File: src/amm_ram.sv
`default_nettype none

module amm_ram #(
  parameter int WIDTH = 8,
  parameter int DEPTH = 16
) (
  input  logic                     clk,
  input  logic                     we,
  input  logic [$clog2(DEPTH)-1:0] addr,
  input  logic [WIDTH-1:0]         wdata,
  output logic [WIDTH-1:0]         rdata
);

  logic [WIDTH-1:0] mem [DEPTH];

  always_ff @(posedge clk) begin
    if (we) begin
      mem[addr] <= wdata;
    end
    rdata <= mem[addr];
  end

endmodule

`default_nettype wire

File: config.mk
export PLATFORM = sky130hd
export DESIGN_NAME = amm_ram
export DESIGN_NICKNAME = d
export VERILOG_FILES = /design/src/amm_ram.sv
export SDC_FILE = /design/constraint.sdc
export NUM_CORES = 1
export LEC_CHECK = 0
export BUFFER_PORTS_ARGS = -buffer_cell sky130_fd_sc_hd__buf_2
export CORE_MARGIN = 1.5
export CORE_UTILIZATION = 45
export CTS_CLUSTER_DIAMETER = 100
export CTS_CLUSTER_SIZE = 30
export DETAILED_ROUTE_END_ITERATION = 10
export PLACE_DENSITY_LB_ADDON = 0.12
export SYNTH_ARGS = -nofsm -noshare
export SYNTH_HDL_FRONTEND = slang
export SYNTH_SLANG_ARGS = --single-unit
File: constraint.sdc
create_clock -name clk -period 2.4 [get_ports clk]
set_clock_uncertainty 0.05 [all_clocks]
set_input_delay 0.12 -clock clk [delete_from_list [all_inputs] [get_ports clk]]
set_output_delay 0.12 -clock clk [all_outputs]
set_load 0.03 [all_outputs]
==> run_results.csv, run 1 <==
group,metric,value,unit
synthesis,synth_area,5070,sq um
detailed_routing,first_pass_iters,4,
timing,finalSetupTns,0,ns
synthesis,synthTopCellsByArea,"edfxtp_1 (76%), mux4_2 (14%), dfxtp_1 (3.2%), a22oi_1 (2.4%), nor2_1 (0.96%)",
global_routing,grt_pass1_vias,2520,
clock_tree,cts_sinks,136,
synthesis,synth_nets,244,
timing,report.final.hold_viol_count,0,
critical_path,critPathLaunchType,"register",
place,placed_cell_area,5450,sq um
critical_path,r2r-end,"rdata[0]",
critical_path,worstPathRequired,2.74,ns
synthesis,yosys_warnings,0,
synthesis,ys_seq_elements,136,
floorplan,dieWidth,109,microns
synthesis,synthDistinctLibCells,18,
finish,nets,301,
place,port_buffers,21,
floorplan,row_count,38,
critical_path,criticalPathCategory,"register to register",
critical_path,r2r_cells,3,
timing,fin_crit_sh,58.7,%
detailed_routing,drtIter0Drc,191,
place,gp_congestion,0.767,
critical_path,critical_path_arrival,1.74,ns
synthesis,ys_seq_area_share,79.0,%
global_routing,overflow,0,
floorplan,ios,22,
critical_path,r2r-start,"mem[3][0]",
clock_tree,root_buffer,"clkbuf_8",
timing,rsz0062_at_grt,"no",
timing,holdWs,0.152,ns
power,total_power,5350,uW
timing,max_freq,710,MHz
run,maxCapViolCount,0,
detailed_routing,ant_nets,0,
synthesis,synth_area_leader_cell,"edfxtp_1",
critical_path,crit_path_end_kind,"register",
clock_tree,cts_buffers,17,
clock_tree,cts_resized,0,
global_routing,grt_max_degree,40,
finish,final_core_util,55.8,%
critical_path,crit_fanout,1,
timing,final-max-slew-violation-count,0,
timing,period_needed,1.41,ns
synthesis,synthCells,230,
global_routing,grt_pass1_wl,15400,microns
floorplan,die-height,109,microns
clock_tree,cts_buffer_depth,2,
clock_tree,cts_hold_buf,8,
critical_path,startpoint,"mem[3][0]",
floorplan,core,10900,sq um
min_path,hold_path_class,"input port to register",
clock_tree,clock_latency,0.50,ns
power,powerDensity,879,nW/um^2
clock_tree,htree_levels,4,
finish,multi_input_area,1000,sq um
clock_tree,cts_tree,"yes",
finish,area_growth,20.0,%
detailed_routing,vias,2422,
detailed_routing,drc,0,
place,dp_hpwl,6400,microns
finish,stdcell_area,6080,sq um
finish,seq_area,4000,sq um
power,leakage,0.00203,uW
finish,layout-drive-gt1-share,33.7,%
global_routing,antenna_found_initial,0,
finish,final.fill_count,813,
detailed_routing,finalWirelength,9970,microns
synthesis,postSynthAreaPerCell,22.0,sq um
floorplan,die_area,11900,sq um
clock_tree,cts_setup_buffers,0,
detailed_routing,post_drt_wl_per_cell,22.7,microns
timing,tightest_slew,0.762,ns
global_routing,grtUsageTotal,19.0,%
timing,relSlewSlack,49.0,%
clock_tree,clk_pin_slew,0.06,ns
floorplan,start_util,46.5,%
min_path,worstHoldPathCells,3,
critical_path,crit_end,"rdata[0]",
finish,diodes,0,
synthesis,synth_top_area_share,75.9,%
timing,setup_viol_count_final,0,
outcome,status,"finished clean",
critical_path,reg2reg_slack,0.99,ns
power,vdd_drop_max,0.543,mV
detailed_routing,routed_via_density,5.50,
worst max-delay path: stages, from the launching register on:
cell,delay (ns)
edfxtp_1,0.38
mux4_2,0.47
a22oi_1,0.28
nand2_1,0.10
cells in the final DEF (no fill, tap or decap), drive strengths merged:
| cell type | n |
|---|---|
| or3b | 1 |
| clkinvlp | 1 |
| nand2b | 2 |
| edfxtp | 128 |
| buf | 41 |
| nand3b | 2 |
| bufinv | 2 |
| nor3 | 4 |
| a22oi | 16 |
| dfxtp | 8 |
| nand2 | 9 |
| clkinv | 10 |
| inv | 1 |
| nor2 | 13 |
| nor2b | 2 |
| dlygate4sd3 | 8 |
| clkbuf | 18 |
| and2 | 1 |
| mux4 | 32 |
| nand3 | 1 |
final cells by class:
class	instances	share of cell area [%]
clock inverters	14	2.18
multi-input cells	83	16.5
well taps	140	2.88
flip-flops and latches	136	65.8
repair buffers	49	5.72
clock buffers	18	6.87
cell usage after synthesis:
cell,number
a22oi_1,16
and2_1,1
buf_1,4
buf_2,2
buf_6,2
clkbuf_1,2
clkbuf_2,1
dfxtp_1,8
edfxtp_1,128
mux4_2,32
nand2_1,9
nand2b_1,2
nand3_1,1
nand3b_1,2
nor2_1,13
nor2b_1,2
nor3_1,4
or3b_2,1
registers in the layout (all words and copies together), names as in the netlist:
name / flops
mem: 128
rdata: 8
where the power goes:
part	internal (uW)	leakage (uW)	switching, uW
Clock	1460	0.000269	924
Combinational	114	0.000537	173
Sequential	2660	0.00122	17.5
worst min path at each step:
stage               slack (ns)         to  startpoint
finish                    0.15  mem[7][5]          we
global route              0.17  mem[6][5]          we
CTS                       0.13  mem[7][5]          we
detailed placement        0.48  mem[7][6]    wdata[6]
global placement          0.48  mem[4][3]    wdata[3]
floorplan                 0.17  mem[0][0]    wdata[0]
logic make-up (layout without fill, tap and decap cells):
family,Yosys count,after routing,synth area share [%]
mux,32,32,14.2
simple gates,35,35,3.21
compound gates,16,16,2.37
buf+inv,11,81,1.19
flops,136,136,79.0
per-layer routing:
| layer | wire length (microns) | part of all wire, % | vias to the layer above | global-route usage (%) |
|---|---|---|---|---|
| met5 | 0 | 0 | - | 0 |
| met4 | 50 | 0.50 | 0 | 7.05 |
| met3 | 497 | 5.0 | 4 | 5.08 |
| met2 | 4840 | 49 | 70 | 28.4 |
| met1 | 4580 | 46 | 1271 | 27.1 |
| li1 | - | - | 1077 | - |
through the flow:
step                setup WS [ns]  std cells
global placement            0.488        400
floorplan                   0.737        230
finish                      0.992        440
global route                0.905        440
detailed placement          0.476        400
CTS                         0.971        440
(Power assumes the default switching activity.)
==> run 2: changes to the inputs <==
clock period = 1.3 ns   (was 2.4 ns; I/O delays follow)
==> run_results.csv, run 2 (same netlist as run 1, synthesis figures left out) <==
group,metric,value,unit
floorplan,die_area,11900,sq um
floorplan,die-height,109,microns
detailed_routing,vias,2489,
critical_path,crit_path_end_kind,"register",
detailed_routing,drtIter0Drc,91,
global_routing,grt_pass1_vias,2643,
global_routing,grtUsageTotal,19.5,%
detailed_routing,first_pass_iters,4,
detailed_routing,finalWirelength,10000,microns
critical_path,cp_slowest_cell,"mux4_2",
timing,period_needed,1.34,ns
clock_tree,cts_buffers,17,
critical_path,crit_fanout,1,
timing,setup_viol_count_final,5,
detailed_routing,ant_nets,0,
min_path,hold_path_class,"input port to register",
critical_path,critPathLaunchType,"register",
finish,layout-drive-gt1-share,44.8,%
clock_tree,clock_latency,0.53,ns
floorplan,row_count,38,
critical_path,criticalPathCategory,"register to register",
finish,most-common-layout-cells,"edfxtp_1 (128), buf_4 (36), mux4_2 (32), buf_2 (21), clkbuf_16 (16)",
outcome,failed_checks,"negative setup slack",
place,port_buffers,21,
clock_tree,clk_pin_slew,0.06,ns
global_routing,grt_max_degree,20,
timing,max_freq,746,MHz
place,gp_congestion,0.741,
detailed_routing,drc,0,
timing,final-max-slew-violation-count,0,
place,dp_hpwl,6830,microns
outcome,status,"finished, violations left",
critical_path,critical_path.top_delay_family,"multiplexers",
timing,fin_crit_sh,103,%
floorplan,dieWidth,109,microns
finish,largestRegisters,"mem (128), rdata (8)",
clock_tree,htree_levels,4,
timing,rsz0062_at_grt,"yes",
timing,holdWs,0.106,ns
clock_tree,cts_tree,"yes",
global_routing,grt_pass1_wl,15400,microns
power,total_power,10200,uW
detailed_routing,routed_via_density,5.36,
detailed_routing,post_drt_wl_per_cell,21.6,microns
timing,relSlewSlack,41.3,%
timing,finalSetupTns,-0.114,ns
place,dp_cells,424,
finish,largest_reg_flops,128,
finish,nets,325,
power,powerDensity,1580,nW/um^2
floorplan,start_util,46.5,%
finish,fin_cells,464,
clock_tree,root_buffer,"clkbuf_8",
clock_tree,cts_setup_buffers,0,
finish,final_core_util,59.5,%
critical_path,critPathMaxStageDelay,0.50,ns
run,maxCapViolCount,0,
critical_path,worstPathRequired,1.65,ns
timing,tightest_slew,0.877,ns
critical_path,path_buf_inv,0,
finish,max_flop_register,"mem",
finish,layout_commonest_cell,"edfxtp_1",
global_routing,overflow,0,
clock_tree,cts_sinks,136,
timing,setup_ws,-0.0412,ns
floorplan,core,10900,sq um
power,vdd_drop_max,1.32,mV
finish,diodes,0,
power,leakage,0.00220,uW
global_routing,antenna_found_initial,0,
floorplan,ios,22,
timing,report.final.hold_viol_count,0,
finish,area_growth,27.8,%
critical_path,crit_chain,"mux4_2, a22oi_2, nand2_1",
clock_tree,cts_buffer_depth,2,
critical_path,critical_path_arrival,1.69,ns
[run 2: cell count changes in the layout (fill, tap and decap cells not counted), moves of 3 or more]
cell	before	now
nor3_1	4	0
a22oi_1	16	9
nor2_4	0	3
clkinv_4	3	0
buf_4	19	36
nor2_1	13	1
nor3_2	0	4
a22oi_2	0	7
nor2_2	0	9
buf_12	1	8
clkinv_1	4	7
[run 2: what timing repair did]
action | in CTS | in global routing
hold buffers | 8 | 0
resized for setup | 3 | 4
setup endpoints to repair | 6 | 8
endpoints found under the hold margin | 128 | 0
pin swaps | 3 | 3
[run 2: worst reg2reg max path: stages, from the launching register on]
cell	delay, ns
edfxtp_1	0.37
mux4_2	0.50
a22oi_2	0.22
nand2_1	0.09
[run 2: routing by layer]
layer / global-route usage (%) / wire (microns) / vias up
met1: 25.5 / 4460 / 1292
met3: 5.14 / 383 / 15
li1: - / - / 1130
met2: 30.0 / 5020 / 52
met4: 10.2 / 165 / 0
met5: 0 / 0 / -
[run 2: final cells by class]
type / instances / area [sq um]
Tap cell: 140 / 175
Clock inverter: 14 / 161
Clock buffer: 18 / 418
Timing Repair Buffer: 73 / 616
Sequential cell: 136 / 4000
Fill cell: 780 / 4410
Multi-Input combinational cell: 83 / 1100
[run 2: power by group]
group          leakage [uW]  total, uW  internal (uW)  switching, uW
clock              0.000285       4660           3050           1610
sequential          0.00122       4940           4910           31.6
combinational      0.000693        616            269            347
[run 2: path summary, 6_finish.rpt]
check | startpoint | to | slack, ns | depth (start not counted)
setup reg to reg | mem[11][6] | rdata[6] | -0.04 | 3
hold / removal | addr[1] | rdata[2] | 0.11 | 5
hold reg to reg | mem[4][7] | rdata[7] | 0.62 | 3
setup / recovery | mem[11][6] | rdata[6] | -0.04 | 3
[run 2: stage by stage]
step                      setup WS (ns)  instance area (sq um)
after floorplan                 -0.0932                   5130
after global placement           -0.262                   5780
after detailed placement         -0.259                   5780
after CTS                       -0.0726                   6460
after global routing            -0.0802                   6480
final                           -0.0412                   6480
